## config.mk

```make
export PLATFORM = sky130hd
export DESIGN_NAME = display_vp_frame_parser_core
export DESIGN_NICKNAME = d
export VERILOG_FILES = /design/src/vpfp_pkg.sv /design/src/vpfp_parser.sv /design/src/display_vp_frame_parser_core.sv
export VERILOG_INCLUDE_DIRS = /design/src /design/src/src
export SDC_FILE = /design/constraint.sdc
export NUM_CORES = 1
export LEC_CHECK = 0
export BUFFER_PORTS_ARGS = -buffer_cell sky130_fd_sc_hd__buf_2
export CAP_MARGIN = 0
export CORE_UTILIZATION = 50
export CTS_CLUSTER_SIZE = 10
export DETAILED_ROUTE_END_ITERATION = 8
export PLACE_DENSITY_LB_ADDON = 0.2
export SETUP_SLACK_MARGIN = 0.4
export SLEW_MARGIN = 20
export SYNTH_ARGS = -nofsm -noshare
export SYNTH_HDL_FRONTEND = slang
export SYNTH_SLANG_ARGS = --single-unit
```

## constraint.sdc

```tcl
create_clock -name clk -period 5.4 [get_ports clk]
set_clock_uncertainty 0.2 [all_clocks]
set_input_delay 1.35 -clock clk [delete_from_list [all_inputs] [get_ports clk]]
set_output_delay 1.35 -clock clk [all_outputs]
set_load 0.1 [all_outputs]
```

## src/assert_macros.svh

```systemverilog
// ----------------------------------------------------------------------------
// assert_macros.svh
// Shared concurrent assertion macros for the frame parser RTL.
// ----------------------------------------------------------------------------
`ifndef ASSERT_MACROS_SVH
`define ASSERT_MACROS_SVH

// Clocked assertion, disabled during reset.
`define VPFP_ASSERT(label, prop, msg) \
  label: assert property (@(posedge clk) disable iff (rst) (prop)) else $error(msg);

// Clocked assertion that is also checked while reset is high.
`define VPFP_ASSERT_ALWAYS(label, prop, msg) \
  label: assert property (@(posedge clk) (prop)) else $error(msg);

`endif

```

## src/vpfp_pkg.sv

```systemverilog
// ----------------------------------------------------------------------------
// vpfp_pkg
// Types and constants shared by the serial frame parser modules.
// ----------------------------------------------------------------------------
package vpfp_pkg;

  localparam int MAX_BODY_LEN_DEF = 9;

  localparam int BYTE_W = 8;
  localparam int WORD_W = 16;
  localparam int LEN_W  = 4;

  localparam logic [BYTE_W-1:0] HDR_FIRST     = 8'h5A;
  localparam logic [BYTE_W-1:0] HDR_SECOND    = 8'hA5;
  localparam logic [BYTE_W-1:0] CMD_WRITE     = 8'h82;
  localparam logic [BYTE_W-1:0] CMD_READ_RESP = 8'h83;

  // Only the first six body bytes are ever looked at
  localparam int MIN_VALUE_LEN = 6;
  localparam int BODY_IDX_W    = $clog2(MIN_VALUE_LEN);

  // Body byte positions
  localparam int BI_CMD     = 0;
  localparam int BI_ADDR_HI = 1;
  localparam int BI_ADDR_LO = 2;
  localparam int BI_VAL_HI  = 4;
  localparam int BI_VAL_LO  = 5;

  typedef enum logic [3:0] {
    PH_IDLE       = 4'b0001,
    PH_GOT_FIRST  = 4'b0010,
    PH_GOT_SECOND = 4'b0100,
    PH_BODY       = 4'b1000
  } phase_t;

  typedef struct packed {
    logic [WORD_W-1:0] address;
    logic [WORD_W-1:0] value;
    logic              is_write;
  } result_t;

endpackage

```

## src/vpfp_parser.sv

```systemverilog
// ----------------------------------------------------------------------------
// vpfp_parser
// Frame hunting state machine and body store; one byte per step.
// ----------------------------------------------------------------------------
`include "assert_macros.svh"

module vpfp_parser #(
  parameter int MAX_BODY_LEN = vpfp_pkg::MAX_BODY_LEN_DEF
) (
  input  logic                        clk,
  input  logic                        rst,
  input  logic                        step,
  input  logic [vpfp_pkg::BYTE_W-1:0] byte_in,
  output logic                        res_valid,
  output vpfp_pkg::result_t           res
);

  vpfp_pkg::phase_t phase, phase_next;
  logic [vpfp_pkg::LEN_W-1:0] byte_count, byte_count_next;
  logic [vpfp_pkg::LEN_W-1:0] body_length, body_length_next;
  logic [vpfp_pkg::BYTE_W-1:0] body_store [vpfp_pkg::MIN_VALUE_LEN];

  logic [vpfp_pkg::LEN_W-1:0]  count_inc;
  logic                        last_byte;
  logic                        len_ok;
  logic                        cmd_ok;
  logic [vpfp_pkg::BYTE_W-1:0] cmd;
  logic [vpfp_pkg::BYTE_W-1:0] val_lo;

  assign count_inc = byte_count + 1'b1;
  assign last_byte = (count_inc >= body_length);
  assign len_ok    = (byte_in != '0) &&
                     (byte_in <= vpfp_pkg::BYTE_W'(MAX_BODY_LEN));

  assign cmd    = body_store[vpfp_pkg::BI_CMD];
  assign cmd_ok = (cmd == vpfp_pkg::CMD_WRITE) || (cmd == vpfp_pkg::CMD_READ_RESP);
  // with the shortest valid frame the value low byte is the one arriving now
  assign val_lo = (byte_count == vpfp_pkg::LEN_W'(vpfp_pkg::BI_VAL_LO)) ?
                  byte_in : body_store[vpfp_pkg::BI_VAL_LO];

  assign res.address  = {body_store[vpfp_pkg::BI_ADDR_HI],
                         body_store[vpfp_pkg::BI_ADDR_LO]};
  assign res.value    = {body_store[vpfp_pkg::BI_VAL_HI], val_lo};
  assign res.is_write = (cmd == vpfp_pkg::CMD_WRITE);

  always_comb begin
    phase_next       = phase;
    byte_count_next  = byte_count;
    body_length_next = body_length;
    res_valid        = 1'b0;
    unique case (phase)
      vpfp_pkg::PH_IDLE: begin
        if (byte_in == vpfp_pkg::HDR_FIRST) phase_next = vpfp_pkg::PH_GOT_FIRST;
      end
      vpfp_pkg::PH_GOT_FIRST: begin
        if (byte_in == vpfp_pkg::HDR_SECOND) begin
          phase_next = vpfp_pkg::PH_GOT_SECOND;
        end else if (byte_in != vpfp_pkg::HDR_FIRST) begin
          phase_next = vpfp_pkg::PH_IDLE;
        end
      end
      vpfp_pkg::PH_GOT_SECOND: begin
        if (len_ok) begin
          body_length_next = byte_in[vpfp_pkg::LEN_W-1:0];
          byte_count_next  = '0;
          phase_next       = vpfp_pkg::PH_BODY;
        end else begin
          phase_next = vpfp_pkg::PH_IDLE;
        end
      end
      vpfp_pkg::PH_BODY: begin
        byte_count_next = count_inc;
        if (last_byte) begin
          phase_next = vpfp_pkg::PH_IDLE;
          res_valid  = cmd_ok &&
                       (body_length >= vpfp_pkg::LEN_W'(vpfp_pkg::MIN_VALUE_LEN));
        end
      end
      default: phase_next = vpfp_pkg::PH_IDLE;
    endcase
  end

  always_ff @(posedge clk) begin
    if (rst) begin
      phase       <= vpfp_pkg::PH_IDLE;
      byte_count  <= '0;
      body_length <= '0;
    end else if (step) begin
      phase       <= phase_next;
      byte_count  <= byte_count_next;
      body_length <= body_length_next;
    end
  end

  // bytes past the sixth are counted only
  always_ff @(posedge clk) begin
    if (step && (phase == vpfp_pkg::PH_BODY) &&
        (byte_count < vpfp_pkg::LEN_W'(vpfp_pkg::MIN_VALUE_LEN))) begin
      body_store[byte_count[vpfp_pkg::BODY_IDX_W-1:0]] <= byte_in;
    end
  end

  `VPFP_ASSERT(a_res_only_in_body, res_valid |-> (phase == vpfp_pkg::PH_BODY), "result outside body")
  `VPFP_ASSERT(a_count_below_len, (phase == vpfp_pkg::PH_BODY) |-> (byte_count < body_length), "byte count overran length")
  `VPFP_ASSERT(a_len_in_range, (phase == vpfp_pkg::PH_BODY) |-> ((body_length != '0) && (body_length <= vpfp_pkg::LEN_W'(MAX_BODY_LEN))), "body length out of range")

endmodule

```

## src/display_vp_frame_parser_core.sv

```systemverilog
// ----------------------------------------------------------------------------
// display_vp_frame_parser_core
// Serial frame parser: hunts 5A A5 L body frames, emits address and value.
// ----------------------------------------------------------------------------
//  channel  handshake          payload
//  in       in_valid/in_ready  rx_byte
//  out      out_valid/out_ready frame_address, frame_value, is_write_cmd
//
// One byte per cycle sustained while the output is not stalled; a frame's last
// byte passes the input register and then, when the parser steps, the result
// register that raises out_valid.
// The parser advances only when the result register is free or being read,
// so a stalled output holds the input register and then in_ready.
// rst is synchronous; it returns the parser to the hunting state at once.
// ----------------------------------------------------------------------------
`include "assert_macros.svh"

module display_vp_frame_parser_core #(
  parameter int MAX_BODY_LEN = vpfp_pkg::MAX_BODY_LEN_DEF
) (
  input  logic                        clk,
  input  logic                        rst,
  input  logic                        in_valid,
  output logic                        in_ready,
  input  logic [vpfp_pkg::BYTE_W-1:0] rx_byte,
  output logic                        out_valid,
  input  logic                        out_ready,
  output logic [vpfp_pkg::WORD_W-1:0] frame_address,
  output logic [vpfp_pkg::WORD_W-1:0] frame_value,
  output logic                        is_write_cmd
);

  logic                        in_full;
  logic [vpfp_pkg::BYTE_W-1:0] in_byte;
  logic                        step;
  logic                        res_valid;
  vpfp_pkg::result_t           res;
  vpfp_pkg::result_t           out_res;

  assign step     = in_full && (!out_valid || out_ready);
  assign in_ready = !in_full || step;

  always_ff @(posedge clk) begin
    if (rst) begin
      in_full <= 1'b0;
    end else if (in_ready) begin
      in_full <= in_valid;
    end
  end

  always_ff @(posedge clk) begin
    if (in_valid && in_ready) in_byte <= rx_byte;
  end

  vpfp_parser #(
    .MAX_BODY_LEN(MAX_BODY_LEN)
  ) u_parser (
    .clk      (clk),
    .rst      (rst),
    .step     (step),
    .byte_in  (in_byte),
    .res_valid(res_valid),
    .res      (res)
  );

  always_ff @(posedge clk) begin
    if (rst) begin
      out_valid <= 1'b0;
    end else if (step) begin
      out_valid <= res_valid;
    end else if (out_ready) begin
      out_valid <= 1'b0;
    end
  end

  always_ff @(posedge clk) begin
    if (step && res_valid) out_res <= res;
  end

  assign frame_address = out_res.address;
  assign frame_value   = out_res.value;
  assign is_write_cmd  = out_res.is_write;

  `VPFP_ASSERT(a_ready_when_out_free, !out_valid |-> in_ready, "input stalled with empty output")
  `VPFP_ASSERT(a_result_lands, (step && res_valid) |=> out_valid, "result not registered")

endmodule

```

# --- Word-level counts from Yosys, hierarchy flattened ---
# Memories as Yosys holds them, arrays and structs flattened. A register that Yosys moved wholly into a read port is not among the register bits.
# Index checks and enable logic that the tools add are counted.
op_classes:
  n_addsub: 1
  magnitude_cmp: 4
  eq_ne: 13
  n_mux: 14
  n_reduce_logical: 18
ops:
  columns: ["operator", "n"]
  rows:
  - ["8-bit equality test, second input constant", 3]
  - ["4-bit 2-to-1 mux", 6]
  - ["4-bit one-hot mux with 4 select lines", 1]
  - ["8-bit by 7-bit equality test with 1-bit output, second input constant", 1]
  - ["8-bit by 4-bit <= comparator with 1-bit output, second input constant", 1]
  - ["8-bit by 7-bit inequality test with 1-bit output, second input constant", 1]
  - ["4-bit one-hot mux with 2 select lines", 1]
  - ["8-bit nonzero test", 1]
  - ["1-bit logical AND", 7]
  - ["1-bit 2-to-1 mux", 6]
  - ["2-bit by 1-bit inequality test with 1-bit output, second input constant", 3]
  - ["3-bit AND reduction", 2]
  - ["4-bit by 1-bit adder with 4-bit output, second input constant", 1]
  - ["4-bit by 1-bit equality test with 1-bit output, second input constant", 1]
  - ["4-bit by 2-bit equality test with 1-bit output, second input constant", 1]
  - ["4-bit by 3-bit equality test with 1-bit output, second input constant", 1]
  - ["4-bit equality test, second input constant", 1]
  - ["4-bit by 3-bit >= comparator with 1-bit output, second input constant", 1]
  - ["4-bit >= comparator", 1]
  - ["4-bit by 3-bit less-than comparator with 1-bit output, second input constant", 1]
  - ["4-bit AND reduction", 1]
  - ["2-bit nonzero test", 2]
  - ["1-bit logical OR", 3]
  - ["3-bit by 1-bit inequality test with 1-bit output, second input constant", 1]
  - ["1-bit zero test", 2]
totals:
  register_bits: 23
  ram_bits: 48
  inputBits: 12
  output_inout_bits: 35
  word_cells: 58
  mem_count: 1
memory_table:
  columns: ["memory", "words", "word_bits", "rd", "rd_ports_with_merged_regs", "write_ports", "line", "rtl"]
  rows:
  - ["u_parser.body_store", 6, 8, 5, 4, 1, "vpfp_parser.sv:21", "logic [vpfp_pkg::BYTE_W-1:0] body_store [vpfp_pkg::MIN_VALUE_LEN];"]

# --- Depth between registers and ports, before layout ---
# Gate-level depths: netlist (run 1).
depth:
  depth_word: 7
  mapped_depth: 9
  mapped_depth_nobuf: 8

# --- Hierarchy ---
# A second synthesis (run 1) with hierarchy kept.
unflattened:
  hier_cells: 208
  hier_area_um2: 3540.9
by_module_without_submodules:
  columns: ["mod", "n_inst", "cells_per_inst", "area_each_um2", "seq_area_each_um2"]
  rows:
  - ["vpfp_parser", 1, 156, 2207.1, 1441.4]
  - ["display_vp_frame_parser_core", 1, 52, 1333.8, 1271.2]

# --- Worst setup path after synthesis (run 1) ---
# OpenSTA, ideal clock, no wires.
synth_path:
  path_kind: "input to register"
  startpoint: "input port out_ready"
  endpoint: "register frame_address[0] (netlist name)"
  setup_ns: 0.425
  arrival_ns: 3.502
  required_time_ns: 4.775
  slack_ns: 1.273
  path_stages: 4
  path_buffers: 0
  path_cell_list: "or2b_2 nand3_1 or4_1 nor2_1"
synth_between:
  elab_chain_len: 3
synth_rtl:
  columns: ["element", "line", "rtl"]
  rows:
  - ["start, declared", "display_vp_frame_parser_core.sv:27", "input logic out_ready,"]
  - ["1-bit logical OR", "display_vp_frame_parser_core.sv:40", "assign step = in_full && (!out_valid || out_ready);"]
  - ["1-bit logical AND", "display_vp_frame_parser_core.sv:40", null]
  - ["1-bit logical AND", "display_vp_frame_parser_core.sv:77", "if (step && res_valid) out_res <= res;"]
# Every way passes these cells.
# A chain may end at the register's enable or synchronous reset.

# --- Worst setup path in the final report (run 1) ---
layout_path:
  startpoint: "input port out_ready"
  endpoint: "output port in_ready"
layout_between:
  elab_chain_len: 3
layout_rtl:
  columns: ["element", "line", "rtl"]
  rows:
  - ["1-bit logical OR", "display_vp_frame_parser_core.sv:40", null]
  - ["1-bit logical AND", "display_vp_frame_parser_core.sv:40", null]
  - ["1-bit logical OR", "display_vp_frame_parser_core.sv:41", "assign in_ready = !in_full || step;"]
  - ["end, declared", "display_vp_frame_parser_core.sv:24", "output logic in_ready,"]
# Every way passes these cells.

==> flow_metrics.env, run 1 <==
export IMPL_status="complete, no violations"
export IMPL_fp_dieW_um=86.7
export IMPL_p_sw_uw=264
export IMPL_post_cts_resized=0
export IMPL_r2r_end="frame_address[0]"
export IMPL_ys_seq_area_share_pct=75.6
export IMPL_setup_viol=0
export IMPL_boundaryPins=47
export IMPL_grt_max_degree=21
export IMPL_core_um2=6870
export IMPL_syn_inst=213
export IMPL_instances_no_fill=370
export IMPL_leakage_uw=0.00141
export IMPL_rows=30
export IMPL_initial_core_util_pct=52.2
export IMPL_clockBufferDepth=2
export IMPL_place_congestion=0.859
export IMPL_cp_start_kind="input port"
export IMPL_p_seq_share_pct=65.9
export IMPL_htreeDepth=3
export IMPL_final_cell_mix="81 x edfxtp_1, 46 x buf_2, 16 x mux2_2"
export IMPL_grt_overflow=0
export IMPL_dp_cells=354
export IMPL_wl_mm=5.49
export IMPL_cts_root_buf="clkbuf_8"
export IMPL_syn_cell_area_um2=3590
export IMPL_cts_sinks=95
export IMPL_ys_flop_type="edfxtp_1"
export IMPL_drv_slew=0
export IMPL_layout_commonest_cell="edfxtp_1"
export IMPL_wl_per_cell_um=14.8
export IMPL_fillCellCount=548
export IMPL_powerDensity_nw_per_um2=301
export IMPL_die_y_um=86.7
export IMPL_clkTransAtPathRegs_ns=0.09
export IMPL_drt_iter0_drc=98
export IMPL_dp_hpwl_mm=3.54
export IMPL_synthArstFlopShare_pct=0
export IMPL_timing_reg2reg_setup_slack_ns=2.02
export IMPL_ir_drop_v=0.000271
export IMPL_hold_depth=0
export IMPL_maxCapViolations=0
export IMPL_critPathKind="input port to primary output"
export IMPL_first_pass_iters=4
export IMPL_hold_viol_final=0
export IMPL_setup_tns_ns=0
export IMPL_arrival_ns=2.03
export IMPL_min_period_ns=3.58
export IMPL_fin_crit_sh_pct=66.4
export IMPL_port_buffers=46
export IMPL_holdCritStartpoint="u_parser.body_store[1][4]"
export IMPL_min_to="frame_address[12]"
export IMPL_die_area_um2=7520
export IMPL_fmax_ghz=0.279
export IMPL_vias_per_cell=5.21
export IMPL_cts_tree="done"
export IMPL_synth_edf_count=81
export IMPL_num_antenna_cells=0
export IMPL_cts_buffers=9
export IMPL_worstHoldPathType="flop to flop"
export IMPL_nets=288
export IMPL_antenna_found_initial=0
export IMPL_cp_max_fo=3
export IMPL_ys_types=42
export IMPL_cts_hold_buf=0
export IMPL_internal_power_uw=974
export IMPL_p_sw_share_pct=21.3
export IMPL_drc=0
export IMPL_syn_to_final_growth_pct=14.6
export IMPL_grt_pass1_vias=1819
export IMPL_r2r_start="u_parser.byte_count[2]"
export IMPL_cp_required_ns=3.85
export IMPL_vias=1928
export IMPL_rr_worst_depth=8
export IMPL_post_cts_buffers=0
export IMPL_avgSynthCellArea_um2=16.8
export IMPL_drive_above_1_share_pct=33.2
export IMPL_seqCellArea_um2=2710
export IMPL_multi_input_area_um2=835
export IMPL_combPwrFrac_pct=0.8
export IMPL_syn_num_nets=232
export IMPL_gr_usage_all_layers_pct=16.3
export IMPL_drtAntennaViolNets=0
export IMPL_power_frac_clock_pct=33.3
export IMPL_yosys_warnings=0
export IMPL_grt_setup_unrepaired="false"
export IMPL_clk_latency_ns=0.35
export IMPL_grt_pass1_wl_mm=8.72
export IMPL_tightest_slew_ns=0.800
export IMPL_crit_path_end_kind="primary output"
export IMPL_ys_seq_elements=95
export IMPL_slew_headroom_pct=46.6
-- critical path, cell delays in order --
cell,delay (ns)
buf_2,0.11
nor2b_1,0.18
nand2_1,0.09
buf_2,0.30
-- synth_stat cells, types with 2 or more instances --
cell type	instances	share of area, %
or4_1	2	0.42
clkbuf_1	2	0.21
o21ai_0	3	0.42
a21oi_1	9	1.3
and3_1	2	0.35
nor3_1	4	0.56
edfxtp_1	81	68
nand2_1	6	0.63
nand4_2	2	0.70
nor4b_1	4	0.98
dfxtp_1	14	7.8
and2_1	2	0.35
nand3_1	8	1.1
mux2_2	16	5.0
ha_1	7	2.4
nor4_1	2	0.35
nor2b_1	2	0.35
or4b_1	2	0.56
nor2_1	12	1.3
inv_1	5	0.52
nand2b_1	4	0.70
mux2i_1	4	1.1
-- metal layers --
layer	up-vias	wire, um	global-route usage, %
met5	-	0	0
met4	0	80	10.3
met2	69	2650	25.0
met1	914	2450	21.1
li1	939	-	-
met3	6	302	3.62
-- area by class of cell --
type                    instances  area share [%]
well taps                      96            2.92
inverters                       5           0.456
multi-input cells             109            20.3
repair buffers                 49            6.15
clock inverters                 6            1.10
flip-flops and latches         95            66.0
clock buffers                  10            3.10
-- flip-flops by register name, indices dropped and copies added, names as in the netlist --
| register | cells |
|---|---|
| is_write_cmd | 1 |
| frame_value | 16 |
| u_parser.body_store | 40 |
| u_parser.byte_count | 4 |
| frame_address | 16 |
| in_full | 1 |
| u_parser.body_length | 4 |
| u_parser.phase | 4 |
| in_byte | 8 |
| out_valid | 1 |
-- how the worst max path moves through the flow --
stage / slack [ns] / startpoint / depth (start not counted) / endpoint
2_1_floorplan: 1.27 / out_ready / 4 / frame_address[0]
3_3_place_gp: 1.65 / out_ready / 6 / frame_address[1]
3_5_place_dp: 1.56 / out_ready / 6 / frame_address[10]
4_1_cts: 1.82 / out_ready / 4 / in_ready
5_1_grt: 1.72 / out_ready / 4 / in_ready
6_report: 1.82 / out_ready / 4 / in_ready
-- metrics by stage --
stage | util, % | worst slack, ns | hold WS (ns) | power [uW] | cell area [um2]
after floorplan | - | 1.27 | 0.200 | 829 | 3590
after global placement | 57.3 | 1.65 | 0.203 | 843 | 3940
after detailed placement | 57.3 | 1.56 | 0.205 | 844 | 3940
after CTS | 59.9 | 1.82 | 0.226 | 1250 | 4110
after global routing | 59.9 | 1.72 | 0.232 | 1270 | 4110
final | 59.9 | 1.82 | 0.224 | 1240 | 4110
-- power groups by stage --
stage / combinational [uW] / sequential [uW] / clock, uW
floorplan: 5.37 / 823 / 0
global placement: 9.89 / 833 / 0
detailed placement: 10.3 / 833 / 0
CTS: 10.3 / 817 / 420
global route: 11.6 / 818 / 441
finish: 10.2 / 816 / 412
-- cell families (layout without fill, tap and decap cells) --
| group | count (synthesis) | in the layout | synth area share [%] |
|---|---|---|---|
| buffers and inverters | 9 | 70 | 1.19 |
| xor gates and xnor gates | 2 | 2 | 0.488 |
| AOI/OAI and AO/OA | 19 | 19 | 3.38 |
| DFF | 95 | 95 | 75.6 |
| and+or+nand+nor | 61 | 61 | 10.7 |
| muxes | 20 | 20 | 6.14 |
| adders and majority gates | 7 | 7 | 2.44 |
No activity file was read; power rests on OpenSTA's default activity.
==> run 2, diff against run 1 <==
--- a/config.mk
+++ b/config.mk
@@ -6,6 +6,7 @@
 export SDC_FILE = /design/constraint.sdc
 export NUM_CORES = 1
 export LEC_CHECK = 0
+export ABC_AREA = 1
 export BUFFER_PORTS_ARGS = -buffer_cell sky130_fd_sc_hd__buf_2
 export CAP_MARGIN = 0
 export CORE_UTILIZATION = 50
==> constraint.sdc (replaced) <==
create_clock -name clk -period 3.56 [get_ports clk]
set_clock_uncertainty 0.2 [all_clocks]
set_input_delay 0.89 -clock clk [delete_from_list [all_inputs] [get_ports clk]]
set_output_delay 0.89 -clock clk [all_outputs]
set_load 0.1 [all_outputs]
==> flow_metrics.env, run 2 <==
export IMPL_vias_per_cell=4.94
export IMPL_htreeDepth=3
export IMPL_cts_buffers=9
export IMPL_slew_headroom_pct=67.5
export IMPL_maxCapViolations=0
export IMPL_synthArstFlopShare_pct=0
export IMPL_drt_iter0_drc=94
export IMPL_status="complete, no violations"
export IMPL_dp_hpwl_mm=4.23
export IMPL_timing_reg2reg_setup_slack_ns=0.78
export IMPL_rr_worst_depth=9
export IMPL_internal_power_uw=1630
export IMPL_clk_latency_ns=0.36
export IMPL_setup_viol=0
export IMPL_crit_top_cell="nand2_1"
export IMPL_critPathMaxStageDelay_ns=0.54
export IMPL_post_route_util_pct=60.0
export IMPL_layout_commonest_cell="edfxtp_1"
export IMPL_synth_top_area_share_pct=65.3
export IMPL_post_cts_buffers=0
export IMPL_gr_usage_all_layers_pct=18.1
export IMPL_cp_max_fo=33
export IMPL_boundaryPins=47
export IMPL_place_congestion=0.927
export IMPL_worstHoldPathType="flop to flop"
export IMPL_first_pass_iters=4
export IMPL_p_sw_uw=430
export IMPL_p_seq_share_pct=59.5
export IMPL_synth_edf_count=81
export IMPL_post_cts_resized=0
export IMPL_wl_per_cell_um=13.8
export IMPL_cts_tree="done"
export IMPL_yosys_warnings=0
export IMPL_drc=0
export IMPL_clkTransAtPathRegs_ns=0.10
export IMPL_drv_slew=0
export IMPL_grt_overflow=0
export IMPL_grt_pass1_wl_mm=10.1
export IMPL_crit_start="u_parser.byte_count[0]"
export IMPL_fmax_ghz=0.360
export IMPL_r2r_start="u_parser.byte_count[0]"
export IMPL_holdCritStartpoint="u_parser.body_store[2][2]"
export IMPL_initial_core_util_pct=51.7
export IMPL_rows=31
export IMPL_fin_crit_sh_pct=78.0
export IMPL_arrival_ns=2.59
export IMPL_die_area_um2=7800
export IMPL_syn_to_final_growth_pct=16.1
export IMPL_largest_reg_flops=40
export IMPL_syn_cell_area_um2=3730
export IMPL_grt_setup_unrepaired="false"
export IMPL_port_buffers=46
export IMPL_core_um2=7210
export IMPL_setup_tns_ns=0
export IMPL_yosysMostFrequentCell="edfxtp_1"
export IMPL_avgSynthCellArea_um2=12.9
export IMPL_hold_depth=0
export IMPL_drtAntennaViolNets=0
export IMPL_antenna_found_initial=0
export IMPL_power_frac_clock_pct=38.0
export IMPL_final_cell_mix="81 x edfxtp_1, 54 x nand2_1, 46 x buf_2"
export IMPL_die_y_um=88.3
export IMPL_fp_dieW_um=88.3
export IMPL_crit_path_end_kind="flop"
export IMPL_vias=2240
export IMPL_wl_mm=6.27
export IMPL_hold_viol_final=0
export IMPL_tightest_slew_ns=0.491
export IMPL_cts_sinks=95
export IMPL_ys_seq_elements=95
export IMPL_num_antenna_cells=0
export IMPL_clockBufferDepth=2
export IMPL_ys_top_cells_by_area="edfxtp_1 65%, dfxtp_1 7.5%, nand2_1 5.4%"
export IMPL_leakage_uw=0.00168
export IMPL_syn_num_nets=308
export IMPL_ir_drop_v=0.000233
export IMPL_cts_root_buf="clkbuf_8"
export IMPL_cp_required_ns=3.37
export IMPL_powerDensity_nw_per_um2=476
export IMPL_dp_slack_ns=0.821
export IMPL_ys_top_cells_by_count="81 x edfxtp_1, 54 x nand2_1, 30 x nor2_1, 27 x inv_1, 14 x dfxtp_1"
export IMPL_worstPathCellList="inv_1 -> ha_1 -> ha_1 -> nand2_1 -> nand2_1 -> nand2_1 -> nand3_1 -> nor3b_4 -> buf_4"
export IMPL_grt_pass1_vias=2127
export IMPL_cp_start_kind="flop"
export IMPL_ys_seq_area_share_pct=72.8
export IMPL_fin_ws_ns=0.785
export IMPL_combPwrFrac_pct=2.5
export IMPL_synth_area_leader_cell="edfxtp_1"
export IMPL_crit_path_top_delay_cell="dfxtp_1"
export IMPL_cts_hold_buf=0
export IMPL_drive_above_1_share_pct=24.9
export IMPL_ys_flop_type="edfxtp_1"
export IMPL_min_period_ns=2.78
export IMPL_critPathKind="flop to flop"
export IMPL_ys_types=27
export IMPL_nets=368
export IMPL_p_sw_share_pct=20.9
export IMPL_syn_inst=289
export IMPL_grt_max_degree=34
==> run 2: cell count changes after synthesis, sizes merged, moves of 4 or more <==
cell | previous run | this run
nand2 | 6 | 58
inv | 5 | 32
nor2 | 12 | 32
mux2 | 16 | 0
o21ai | 4 | 20
nand3 | 9 | 15
nor4b | 5 | 0
mux2i | 4 | 0
nand2b | 4 | 0
==> run 2: power by group through the flow <==
| stage | Clock [uW] | Combinational [uW] | Sequential [uW] |
|---|---|---|---|
| CTS | 804 | 51.2 | 1230 |
| finish | 783 | 50.9 | 1230 |
| floorplan | 0 | 36.9 | 1240 |
| global placement | 0 | 49.0 | 1250 |
| detailed placement | 0 | 51.0 | 1250 |
| global route | 846 | 58.8 | 1230 |
==> run 2: per-stage QoR <==
| stage | instances | hold slack, ns | total power [uW] | cell area (um2) |
|---|---|---|---|---|
| after floorplan | 289 | 0.200 | 1280 | 3740 |
| after global placement | 437 | 0.202 | 1300 | 4100 |
| after detailed placement | 437 | 0.205 | 1300 | 4100 |
| after CTS | 453 | 0.217 | 2080 | 4330 |
| after global routing | 453 | 0.214 | 2130 | 4330 |
| final | 453 | 0.214 | 2060 | 4330 |
==> run 2: critical path: cells and delay by family, from the launching register on <==
kind,cells,cell delay [ns]
and+or+nand+nor,5,0.50
DFF,1,0.54
adders and majority gates,2,0.64
buffers and inverters,2,0.54
==> run 2: worst paths after layout <==
check / end
max: is_write_cmd
min: frame_address[2]
max reg2reg: is_write_cmd
min reg2reg: frame_address[2]
==> run 2: cell type report <==
class / count / area (um2)
Fill cell: 598 / 2890
Sequential cell: 95 / 2710
Multi-Input combinational cell: 159 / 870
Timing Repair Buffer: 52 / 275
Clock buffer: 9 / 124
Tap cell: 99 / 124
Inverter: 32 / 123
Clock inverter: 7 / 101
==> run 2: cells by family (layout without fill, tap and decap cells) <==
family	Yosys count	after routing	share of synthesized area (%)
xor+xnor	2	2	0.470
compound gates	30	30	4.63
flops	95	95	72.8
fa+ha+maj	7	7	2.35
buf+inv	35	100	4.20
simple gates	120	120	15.6
==> run 2: layer usage <==
metal	up-vias	wire length (um)	GRT usage, %
met4	0	72	11.3
met2	76	3020	29.4
met1	1040	2790	22.2
li1	1116	-	-
met5	-	0	0
met3	8	382	3.64
==> run 3, diff against run 2 <==
==> constraint.sdc (replaced) <==
create_clock -name clk -period 2.76 [get_ports clk]
set_clock_uncertainty 0.2 [all_clocks]
set_input_delay 0.69 -clock clk [delete_from_list [all_inputs] [get_ports clk]]
set_output_delay 0.69 -clock clk [all_outputs]
set_load 0.1 [all_outputs]
==> flow_metrics.env, run 3 (synthesized netlist as in run 2, its figures left out) <==
export IMPL_die_y_um=88.3
export IMPL_powerDensity_nw_per_um2=573
export IMPL_vias_per_cell=4.92
export IMPL_holdWs_ns=0.221
export IMPL_drv_slew=0
export IMPL_vias=2253
export IMPL_boundaryPins=47
export IMPL_fillCellCount=587
export IMPL_first_pass_iters=5
export IMPL_crit_path_top_delay_cell="dfxtp_4"
export IMPL_maxCapViolations=0
export IMPL_status="complete, no violations"
export IMPL_rr_worst_depth=10
export IMPL_grt_setup_unrepaired="true"
export IMPL_die_area_um2=7800
export IMPL_wl_mm=6.31
export IMPL_cts_root_buf="clkbuf_8"
export IMPL_cp_buffers_inverters=3
export IMPL_largest_reg_flops=40
export IMPL_place_congestion=0.810
export IMPL_setup_tns_ns=0
export IMPL_clk_latency_ns=0.37
export IMPL_initial_core_util_pct=51.7
export IMPL_drive_above_1_share_pct=29.8
export IMPL_fp_dieW_um=88.3
export IMPL_cts_hold_buf=0
export IMPL_htreeDepth=3
export IMPL_worstPathCellList="inv_4 -> ha_4 -> ha_4 -> nand2_1 -> nand2_1 -> nand2_1 -> nand3_2 -> nor3b_4 -> buf_6 -> buf_12"
export IMPL_gr_usage_all_layers_pct=17.6
export IMPL_wl_per_cell_um=13.8
export IMPL_grt_max_degree=34
export IMPL_critPathKind="flop to flop"
export IMPL_arrival_ns=2.16
export IMPL_min_period_ns=2.28
export IMPL_fmax_ghz=0.438
export IMPL_fin_crit_sh_pct=82.7
export IMPL_crit_top_cell="nand2_1"
export IMPL_tightest_slew_ns=0.507
export IMPL_num_antenna_cells=0
export IMPL_crit_path_end_kind="flop"
export IMPL_nets=373
export IMPL_leakage_uw=0.00172
export IMPL_slew_headroom_pct=66.2
export IMPL_syn_to_final_growth_pct=19.9
export IMPL_path_delay_family="adder cells"
export IMPL_drt_iter0_drc=97
export IMPL_port_buffers=46
export IMPL_critPathMaxStageDelay_ns=0.43
export IMPL_setup_viol=0
export IMPL_final_cell_mix="81 x edfxtp_1, 54 x nand2_1, 46 x buf_2"
export IMPL_antenna_found_initial=0
export IMPL_clkTransAtPathRegs_ns=0.09
export IMPL_path_depth=10
export IMPL_cts_tree="done"
export IMPL_core_um2=7210
export IMPL_drc=0
export IMPL_ir_drop_v=0.000307
export IMPL_grt_overflow=0
export IMPL_grt_pass1_wl_mm=9.73
export IMPL_hold_depth=0
export IMPL_drtAntennaViolNets=0
export IMPL_cp_required_ns=2.63
export IMPL_grt_pass1_vias=2055
export IMPL_hold_viol_final=0
export IMPL_cp_max_fo=17
export IMPL_rows=31
export IMPL_cts_sinks=95
export IMPL_layout_commonest_cell="edfxtp_1"
export IMPL_worstHoldPathType="flop to flop"
export IMPL_cp_start_kind="flop"
export IMPL_cts_buffers=9
export IMPL_dp_hpwl_mm=4.14
export IMPL_clockBufferDepth=2
## run 3: changes by cell type in the layout (fill, tap and decap cells not counted), sizes merged
cell | previous run | this run
buf | 52 | 55
bufinv | 2 | 1
clkbuf | 9 | 11
clkinv | 1 | 3
inv | 36 | 35
## run 3: final timing paths
check | startpoint | end | slack, ns
setup / recovery | u_parser.byte_count[1] | frame_value[5] | 0.48
hold reg to reg | u_parser.body_store[1][3] | frame_address[11] | 0.22
setup reg to reg | u_parser.byte_count[1] | frame_value[5] | 0.48
hold / removal | u_parser.body_store[1][3] | frame_address[11] | 0.22
## run 3: routing by layer
layer | global-route usage, % | vias to the layer above | wire length (um)
li1 | - | 1133 | -
met1 | 21.4 | 1052 | 2880
met2 | 29.8 | 63 | 3120
met3 | 4.48 | 5 | 267
met4 | 7.92 | 0 | 41
met5 | 0 | - | 0
## run 3: final cells by class
class	instances	area (um2)	share of cell area, %
clock buffer	9	124	2.77
clock inverter	7	76.3	1.71
inverter	32	128	2.85
multi-input combinational	159	946	21.2
sequential	95	2730	61.0
tap	99	124	2.77
timing repair buffer	57	348	7.78
## run 3: report_power, final
group          internal (uW)  switching [uW]
registers               1560            25.0
logic                   22.6            42.8
clock network            428             486
total                   2010             554
## run 3: stage by stage
step	total power, uW	std cells	util, %	setup WS (ns)	cell area, um2
final	2560	458	62.0	0.476	4470
after global routing	2650	458	62.0	0.388	4470
after CTS	2580	453	61.0	0.429	4400
after detailed placement	1680	437	58.2	0.305	4200
after global placement	1680	437	58.2	0.386	4200
after floorplan	1650	289	-	0.0394	3820
## run 3: timing repair
action                     in CTS  in global routing
resized for setup               1                  3
gates cloned                    0                  2
setup buffers                   0                  3
setup endpoints to repair      33                 33
## run 3: worst register-to-register path: stages (launching register included)
cell and delay, ns:
dfxtp_4 0.43, inv_4 0.06, ha_4 0.26, ha_4 0.26
nand2_1 0.05, nand2_1 0.06, nand2_1 0.08, nand3_2 0.10
nor3b_4 0.18, buf_6 0.15, buf_12 0.15
